### src/sv/ola_pkg.sv
// Shared types and constants for the ordered array list engine.
// No dependencies; imported by ola_cell and ordered_array_list_engine.
`timescale 1ns / 1ps

package ola_pkg;

  // Default build sizes
  localparam int DEPTH_DEF       = 16;
  localparam int ENTRY_WIDTH_DEF = 32;

  // Fixed port widths
  localparam int POS_W   = 5;
  localparam int VAL_W   = 32;
  localparam int CFG_W   = 5;
  localparam int STAT_W  = 3;
  localparam int COUNT_W = 5;

  localparam logic [CFG_W-1:0] CAP_RESET = 5'd16;

  typedef enum logic [1:0] {
    OP_INSERT    = 2'd0,
    OP_ERASE_POS = 2'd1,
    OP_ERASE_VAL = 2'd2
  } op_t;

  typedef enum logic [STAT_W-1:0] {
    STAT_OK        = 3'd0,
    STAT_FULL      = 3'd1,
    STAT_BAD_POS   = 3'd2,
    STAT_EMPTY     = 3'd3,
    STAT_NOT_FOUND = 3'd4
  } status_t;

  typedef enum logic [2:0] {
    ACT_HOLD,
    ACT_MARK,
    ACT_SCAN,
    ACT_INSERT,
    ACT_ERASE_POS,
    ACT_ERASE_VAL
  } action_t;

  // Broadcast to every cell each cycle
  typedef struct packed {
    action_t action;
    logic    found;
  } cell_ctrl_t;

  typedef enum logic [1:0] {
    S_IDLE,
    S_MARK,
    S_SCAN,
    S_APPLY
  } state_t;

endpackage

### src/sv/ordered_array_list_engine.sv
// Ordered array list engine: a positional list held in a row of cells (ola_pkg, ola_cell).
// Flow: an accepted operation goes from S_IDLE to S_APPLY; an erase by value first passes
// S_MARK (the compare) and S_SCAN (the suffix-OR scan across the cells). out_valid is registered.
// Throughput: one item in flight; the next transfer waits for the return to S_IDLE,
// and S_APPLY waits longer while a result is held by out_ready.
// Reset clears the count and sets the capacity to 16; entry storage is not reset.
`timescale 1ns / 1ps

module ordered_array_list_engine
  import ola_pkg::*;
#(
  parameter int DEPTH       = DEPTH_DEF,
  parameter int ENTRY_WIDTH = ENTRY_WIDTH_DEF
) (
  input  logic               clk,
  input  logic               rst,
  // configuration
  input  logic               cfg_we,
  input  logic [CFG_W-1:0]   cfg_wdata,
  // operation channel
  input  logic               in_valid,
  output logic               in_ready,
  input  logic [1:0]         opcode,
  input  logic [POS_W-1:0]   position,
  input  logic [VAL_W-1:0]   value,
  // result channel
  output logic               out_valid,
  input  logic               out_ready,
  output logic [STAT_W-1:0]  status,
  output logic [COUNT_W-1:0] count,
  output logic               is_empty
);

  localparam int CNT_W = $clog2(DEPTH + 1);
  localparam int CW    = (CNT_W > POS_W) ? CNT_W : POS_W;
  localparam int STEPS = $clog2(DEPTH);
  localparam int SW    = (STEPS > 1) ? $clog2(STEPS) : 1;

  // Control state
  state_t           state, state_next;
  logic [SW-1:0]    step;
  logic [CNT_W-1:0] used_count;
  logic [CFG_W-1:0] capacity_limit;

  // Operation held for the duration of its work
  logic [1:0]             op_q;
  logic [CW-1:0]          pos_q;
  logic [ENTRY_WIDTH-1:0] val_q;

  // Result register
  logic [STAT_W-1:0]  status_q;
  logic [COUNT_W-1:0] count_q;
  logic               empty_q;

  // Apply-cycle decision
  status_t          status_next;
  logic [CNT_W-1:0] used_next;
  action_t          apply_act;
  logic             out_free;
  logic             apply_go;

  logic [CW-1:0] used_ext;
  logic [CW-1:0] cap_ext;
  logic [CW-1:0] eff_cap;

  cell_ctrl_t ctrl;

  logic [ENTRY_WIDTH-1:0] cell_entry [DEPTH];
  logic [2*DEPTH-1:0]     mark_ext;

  assign in_ready = (state == S_IDLE);
  assign out_free = !out_valid || out_ready;
  assign apply_go = (state == S_APPLY) && out_free;

  // Configuration: take the write at once, no handshake
  always_ff @(posedge clk) begin
    if (rst) begin
      capacity_limit <= CAP_RESET;
    end else if (cfg_we) begin
      capacity_limit <= cfg_wdata;
    end
  end

  // Hold the accepted operation
  always_ff @(posedge clk) begin
    if (in_valid && in_ready) begin
      op_q  <= opcode;
      pos_q <= CW'(position);
      val_q <= ENTRY_WIDTH'(value);
    end
  end

  // Clamp the capacity to 1..DEPTH
  assign used_ext = CW'(used_count);
  assign cap_ext  = CW'(capacity_limit);
  always_comb begin
    if (cap_ext == '0) begin
      eff_cap = CW'(1);
    end else if (cap_ext > CW'(DEPTH)) begin
      eff_cap = CW'(DEPTH);
    end else begin
      eff_cap = cap_ext;
    end
  end

  // Decide the outcome; errors leave the list untouched
  always_comb begin
    status_next = STAT_OK;
    used_next   = used_count;
    apply_act   = ACT_HOLD;
    unique case (op_q)
      OP_INSERT: begin
        if (used_ext >= eff_cap) begin
          status_next = STAT_FULL;
        end else if (pos_q > used_ext) begin
          status_next = STAT_BAD_POS;
        end else begin
          apply_act = ACT_INSERT;
          used_next = CNT_W'(used_count + 1'b1);
        end
      end
      OP_ERASE_POS: begin
        if (used_count == '0) begin
          status_next = STAT_EMPTY;
        end else if (pos_q >= used_ext) begin
          status_next = STAT_BAD_POS;
        end else begin
          apply_act = ACT_ERASE_POS;
          used_next = CNT_W'(used_count - 1'b1);
        end
      end
      OP_ERASE_VAL: begin
        // cell 0 mark is the OR of all matches after the scan
        if (mark_ext[0]) begin
          apply_act = ACT_ERASE_VAL;
          used_next = CNT_W'(used_count - 1'b1);
        end else begin
          status_next = STAT_NOT_FOUND;
        end
      end
      default: ;  // unused opcode: report current count
    endcase
  end

  // Sequencer
  always_ff @(posedge clk) begin
    if (rst) begin
      state <= S_IDLE;
    end else begin
      state <= state_next;
    end
  end

  always_comb begin
    state_next  = state;
    ctrl.action = ACT_HOLD;
    ctrl.found  = mark_ext[0];
    unique case (state)
      S_IDLE: begin
        if (in_valid) begin
          state_next = (opcode == OP_ERASE_VAL) ? S_MARK : S_APPLY;
        end
      end
      S_MARK: begin
        ctrl.action = ACT_MARK;
        state_next  = S_SCAN;
      end
      S_SCAN: begin
        ctrl.action = ACT_SCAN;
        if (step == SW'(STEPS - 1)) begin
          state_next = S_APPLY;
        end
      end
      S_APPLY: begin
        // wait for the result slot to free up before touching the cells
        if (out_free) begin
          ctrl.action = apply_act;
          state_next  = S_IDLE;
        end
      end
      default: state_next = S_IDLE;
    endcase
  end

  always_ff @(posedge clk) begin
    if (state == S_SCAN) begin
      step <= SW'(step + 1'b1);
    end else begin
      step <= '0;
    end
  end

  // Count and result register
  always_ff @(posedge clk) begin
    if (rst) begin
      used_count <= '0;
      out_valid  <= 1'b0;
    end else begin
      if (apply_go) begin
        used_count <= used_next;
        out_valid  <= 1'b1;
      end else if (out_ready) begin
        out_valid  <= 1'b0;
      end
    end
  end

  always_ff @(posedge clk) begin
    if (apply_go) begin
      status_q <= status_next;
      count_q  <= COUNT_W'(used_next);
      empty_q  <= (used_next == '0);
    end
  end

  assign status   = status_q;
  assign count    = count_q;
  assign is_empty = empty_q;

  // Upper half of the mark vector stays zero so far taps never leave the row
  assign mark_ext[2*DEPTH-1:DEPTH] = '0;

  // Row of cells
  for (genvar i = 0; i < DEPTH; i++) begin : g_cell
    logic [ENTRY_WIDTH-1:0] left_e;
    logic [ENTRY_WIDTH-1:0] right_e;
    logic                   far;

    if (i == 0) begin : g_first
      assign left_e = val_q;
    end else begin : g_mid_l
      assign left_e = cell_entry[i-1];
    end

    if (i == DEPTH - 1) begin : g_last
      assign right_e = cell_entry[i];
    end else begin : g_mid_r
      assign right_e = cell_entry[i+1];
    end

    // pick the mark 2^step slots above
    always_comb begin
      far = 1'b0;
      for (int k = 0; k < STEPS; k++) begin
        if (step == SW'(k)) begin
          far = mark_ext[i + (1 << k)];
        end
      end
    end

    ola_cell #(
      .IDX         (i),
      .CW          (CW),
      .ENTRY_WIDTH (ENTRY_WIDTH)
    ) u_cell (
      .clk         (clk),
      .ctrl        (ctrl),
      .position    (pos_q),
      .used        (used_ext),
      .value       (val_q),
      .left_entry  (left_e),
      .right_entry (right_e),
      .mark_far    (far),
      .mark_up     (mark_ext[i+1]),
      .entry       (cell_entry[i]),
      .mark        (mark_ext[i])
    );
  end

endmodule

### src/sv/ola_cell.sv
// One list slot: holds an entry and a match mark, shifts with its neighbors.
// Depends on ola_pkg.
`timescale 1ns / 1ps

module ola_cell
  import ola_pkg::*;
#(
  parameter int IDX         = 0,
  parameter int CW          = 5,
  parameter int ENTRY_WIDTH = ENTRY_WIDTH_DEF
) (
  input  logic                   clk,
  input  cell_ctrl_t             ctrl,
  input  logic [CW-1:0]          position,
  input  logic [CW-1:0]          used,
  input  logic [ENTRY_WIDTH-1:0] value,
  input  logic [ENTRY_WIDTH-1:0] left_entry,
  input  logic [ENTRY_WIDTH-1:0] right_entry,
  input  logic                   mark_far,
  input  logic                   mark_up,
  output logic [ENTRY_WIDTH-1:0] entry,
  output logic                   mark
);

  localparam logic [CW-1:0] IDX_C = CW'(IDX);

  logic                   occupied;
  logic [ENTRY_WIDTH-1:0] entry_next;
  logic                   mark_next;

  assign occupied = IDX_C < used;

  always_comb begin
    entry_next = entry;
    mark_next  = mark;
    case (ctrl.action)
      ACT_MARK: mark_next = occupied && (entry == value);
      // suffix OR, doubling the reach each step
      ACT_SCAN: mark_next = mark | mark_far;
      ACT_INSERT: begin
        if (IDX_C == position) begin
          entry_next = value;
        end else if (IDX_C > position && IDX_C <= used) begin
          entry_next = left_entry;
        end
      end
      ACT_ERASE_POS: begin
        if (IDX_C >= position) begin
          entry_next = right_entry;
        end
      end
      // at or above the last match when nothing above matches
      ACT_ERASE_VAL: begin
        if (ctrl.found && !mark_up) begin
          entry_next = right_entry;
        end
      end
      default: ;
    endcase
  end

  always_ff @(posedge clk) begin
    entry <= entry_next;
    mark  <= mark_next;
  end

endmodule
### config.mk
export PLATFORM = sky130hd
export DESIGN_NAME = ordered_array_list_engine
export DESIGN_NICKNAME = d
export VERILOG_FILES = /design/src/sv/ola_pkg.sv /design/src/sv/ordered_array_list_engine.sv /design/src/sv/ola_cell.sv
export SDC_FILE = /design/constraint.sdc
export NUM_CORES = 2
export LEC_CHECK = 0
export ABC_CLOCK_PERIOD_IN_PS = 13480
export BUFFER_PORTS_ARGS = -buffer_cell sky130_fd_sc_hd__buf_2
export CAP_MARGIN = 5
export CORE_MARGIN = 8
export CORE_UTILIZATION = 53
export CTS_BUF_LIST = sky130_fd_sc_hd__clkbuf_16
export DETAILED_ROUTE_END_ITERATION = 8
export HOLD_SLACK_MARGIN = 0.05
export PLACE_DENSITY = 0.8
export SYNTH_ARGS = -nofsm -noshare
export SYNTH_HDL_FRONTEND = slang
export SYNTH_HIERARCHICAL = 1
export SYNTH_SLANG_ARGS = --single-unit
### constraint.sdc
create_clock -name clk -period 13.48 [get_ports clk]
set_input_delay 0.674 -clock clk [delete_from_list [all_inputs] [get_ports clk]]
set_output_delay 0.674 -clock clk [all_outputs]
set_load 0.005 [all_outputs]
# Word level (Yosys, flattened, before mapping)
# Index checks and enable logic that the tools add are counted.
# W data, S select, Z words.
# word_totals
output_inout_bits	11
regBits	591
elab_cells	496
inputBits	49
# op_classes
bitwise_logic	15
n_mux	181
order_cmp	67
n_reduce_logical	94
eq_ne	93
n_addsub	3
# ops
operator	count
$mux W32	62
$pmux W32 S3	15
$eq A32 B32 Y1	16
$mux W1	62
$ne A2 B1 Y1 const B	31
$reduce_and A4 Y1	15
$logic_and A1 B1 Y1	49
$ne A3 B1 Y1 const B	15
$eq A4 B5 Y1 const A	8
$gt A4 B5 Y1 const A	8
$le A4 B5 Y1 const A	8
$lt A4 B5 Y1 const A	8
$ge A4 B5 Y1 const A	7
$mux W5	7
$pmux W1 S2	15
$pmux W3 S3	3
$eq A3 B5 Y1 const A	4
$ge A3 B5 Y1 const A	4
$gt A3 B5 Y1 const A	4
$le A3 B5 Y1 const A	4
$logic_not A5 Y1	4
$lt A3 B5 Y1 const A	4
$mux W2	10
$logic_not A1 Y1	16
32 further kinds	74

# Depth between registers and ports, before layout
# depth
depth_word	11
depth_mapped	15
mapped_depth_nobuf	15

# Hierarchy
# Netlist, hierarchy kept.
# by_module_without_submodules
module	seq_area_each_um2	area_each_um2	cells_per_inst	instances
ordered_array_list_engine	1741.7	3236.9	296	1
ola_cell (g_cell[10].u_cell)	991.0	2215.9	204	1
ola_cell (g_cell[0].u_cell)	991.0	2175.8	195	1
ola_cell (g_cell[9].u_cell)	991.0	2160.8	200	1
ola_cell (g_cell[12].u_cell)	991.0	2157.1	202	1
ola_cell (g_cell[5].u_cell)	991.0	2154.6	202	1
ola_cell (g_cell[6].u_cell)	991.0	2154.6	199	1
ola_cell (g_cell[8].u_cell)	991.0	2150.8	200	1
ola_cell (g_cell[2].u_cell)	991.0	2149.6	201	1
ola_cell (g_cell[15].u_cell)	991.0	2143.3	196	1
ola_cell (g_cell[1].u_cell)	991.0	2130.8	198	1
ola_cell (g_cell[13].u_cell)	991.0	2129.5	201	1
ola_cell (g_cell[11].u_cell)	991.0	2120.8	199	1
ola_cell (g_cell[4].u_cell)	991.0	2118.3	200	1
3 more rows	n/a	n/a	n/a	n/a

# Worst setup path before layout
# Ideal clock, no wire load.
# synth_path
kind	register to register
start	register pos_q[4]
end	register g_cell[2].u_cell.entry[0], enable pin
setup_slack_ns	4.316
required_ns	13.010
setup_ns	0.470
arrival_ns	8.694
path_buffers	0
synth_period_minus_slack_ns	9.164
stages_incl_launch_ff	9
path_cell_list	edfxtp_1 > ha_1 > a21oi_1 > o221ai_2 > a221oi_4 > mux2i_1 > o22ai_1 > nand3b_1 > o31ai_1
# synth_rtl
element	line_no	source
start, declared	ordered_array_list_engine.sv:47	logic [CW-1:0] pos_q;
start signal, assigned	ordered_array_list_engine.sv:88	pos_q <= CW'(position);
end signal, assigned	ola_cell.sv:63	entry <= entry_next;
end, declared	ola_cell.sv:21	output logic [ENTRY_WIDTH-1:0] entry,

==> flow_metrics.tcl <==
set metrics [dict create \
    outcome "completed" \
    first_pass_iters 6 \
    power_density_mw_per_mm2 139 \
    met2_length_um 47900 \
    wire_per_inst_um 25.8 \
    worst-path-max-fanout 65 \
    slew_violations 0 \
    syn_area_per_cell_um2 10.8 \
    synth_cell_type_count 94 \
    clk_pin_slew_ps 60 \
    fillers 5613 \
    peakVddDrop_v 0.000101 \
    areaGrowthSynthToFinish_pct 8.79 \
    async_flop_share 0 \
    synth_area_mm2 0.0375 \
    crit_arrival_ps 5630 \
    max_cap_viol_count 0 \
    die_h_um 282 \
    post_cts_resize_count 0 \
    cp_top_family "simple AND/OR/NAND/NOR gates" \
    cts_tree "done" \
    synth_top_area_share 0.461 \
    grt_usage 0.284 \
    min_period_over_period 0.397 \
    ctsHoldBuffers 0 \
    crit_buf_inv 4 \
    die_width_um 282 \
    finalWorstSetupSlack_ps 8130 \
    max_freq_ghz 0.187 \
    synth_edf_count 576 \
    gp_congestion 0.937 \
    drt_wl_total_um 117000 \
    synth_area_leaders "edfxtp_1 46%, mux2i_1 14%, xor2_1 7.2%" \
    hp-class "in -> reg" \
    syn_inst 3488 \
    drt-initial-drc-count 5002 \
    die_area_mm2 0.0795 \
    ys.flop_type "edfxtp_1" \
    initial_core_util 0.536 \
    cts_setup_buffers 0 \
    final_common_cell "edfxtp_1" \
    diodes 0 \
    finalSetupViolCount 0 \
    tns_ps 0 \
    worstPathRequired_ps 13750 \
    drc 0 \
    synth_seq_area_share 0.469 \
    htree_levels 3 \
    drive_gt1_frac 0.102 \
    coreArea_mm2 0.0700 \
    crit_path_max_incr_delay_ps 1140 \
    portBuffers 59 \
    final_area_mm2 0.0408 \
    dp_worst_setup_slack_ps 7940 \
    crit_type "reg -> reg" \
    cp-end-kind "register" \
    clockRootBuffer "clkbuf_16" \
    clock_sinks 591 \
    rsz0062_at_grt "false" \
    first_global_vias 27500 \
    wl_met3_um 16600 \
    fin_nets 3593 \
    p_leak_nw 14.5 \
    rows 97 \
    grt_antenna_before_repair 0 \
    tightest_slew_ps 1190 \
    timing.hold.ws_ps 215 \
    dr.max_layer_used "met4" \
    hold_viol 0 \
    place_area_mm2 0.0386 \
    grt_pass1_wl_um 173000 \
    ys_warn_count 6 \
    grt.overflow.total 0 \
    worst_clock_skew_ps 25.5 \
    ant_nets 0 \
    cp-start-kind "register" \
    ys_ff_latch 591 \
    cts_buffer_depth 3 \
    numCtsBuffers 68 \
    vias_per_cell 6.46 \
    final_cell_mix "576 x edfxtp_1, 567 x nand2_1, 518 x mux2i_1" \
    dp_hpwl_um 77400 \
    finalCriticalPeriod_ps 5350 \
    cp_cell_sequence "inv_1, ha_1, inv_1, a21oi_1, o41ai_4, and3_2, buf_4, nor2b_4, o21ai_0, o21ai_2, buf_4" \
    cp_slowest_cell "edfxtp_1" \
    clock_latency_ps 630 \
    via_count 29200 \
    grt_max_degree 81 \
    synth_top_cell_by_area "edfxtp_1" \
    pin_count 60 \
    wl_met1_um 45600 \
    relSlewSlack 0.207 \
]
[cell usage after synthesis (all sizes together) (13+ instances only)]
library cell	n
a21oi	39
a22oi	16
buf	98
clkbuf	77
dfxtp	15
edfxtp	576
ha	19
inv	29
mux2i	518
nand2	571
nand3	18
nand4	70
nor2	66
nor2b	26
nor3	25
nor3b	13
nor4	91
o21ai	569
xnor2	221
xor2	308
[per-stage QoR]
step	std cells	util	power (mW)
after floorplan	3489	-	3.33
after global placement	4394	0.551	3.76
after detailed placement	4394	0.551	3.79
after CTS	4518	0.582	5.62
after global routing	4519	0.583	5.84
final	4519	0.583	5.68
[metal layers]
layer,up-vias,track usage
met4,0,0.145
met1,13700,0.408
li1,12800,-
met3,409,0.0678
met5,-,0
met2,2254,0.396
[final timing paths]
| kind | startpoint | cells after the start | end | slack [ps] |
|---|---|---|---|---|
| setup / recovery | pos_q[0] | 11 | g_cell[13].u_cell/entry[18] | 8130 |
| hold / removal | value[29] | 1 | g_cell[0].left_e[29] | 210 |
| setup reg to reg | pos_q[0] | 11 | g_cell[13].u_cell/entry[18] | 8130 |
| hold reg to reg | step[0] | 1 | step[0] | 490 |
[final cells by class]
type | instances | area, µm² | area share
multi-input cells | 2694 | 18800 | 0.461
clock inverters | 55 | 468 | 0.0115
repair buffers | 141 | 931 | 0.0228
inverters | 29 | 109 | 0.00267
well taps | 940 | 1180 | 0.0288
flip-flops and latches | 591 | 17600 | 0.431
clock buffers | 69 | 1730 | 0.0423
[sequential cells by signal (all words and copies together), names as in the netlist]
signal	cells
g_cell.u_cell/entry	512
g_cell.left_e	32
g_cell.u_cell/mark	16
cap_ext	5
count	5
pos_q	5
used_count	5
status	3
op_q	2
state	2
step	2
is_empty	1
out_valid	1
[kinds of logic (layout without fill, tap and decap cells)]
family	after synthesis	in the layout	share of synthesized area
and+or+nand+nor	920	920	0.119
AOI/OAI and AO/OA	706	706	0.109
DFF	591	591	0.469
xor gates and xnor gates	529	529	0.124
muxes	518	518	0.138
buffers and inverters	204	294	0.0346
adders and majority gates	19	19	0.00634
other	1	2	0.000100
[where the power goes]
part           internal (mW)  switching, mW  leakage (nW)  total (mW)
clock network           1.06          0.787          1.13        1.84
logic                  0.536           1.05          8.04        1.59
registers               2.14          0.113          5.33        2.25
total                   3.73           1.95          14.5        5.68
Power figures use the tool's default switching activity.
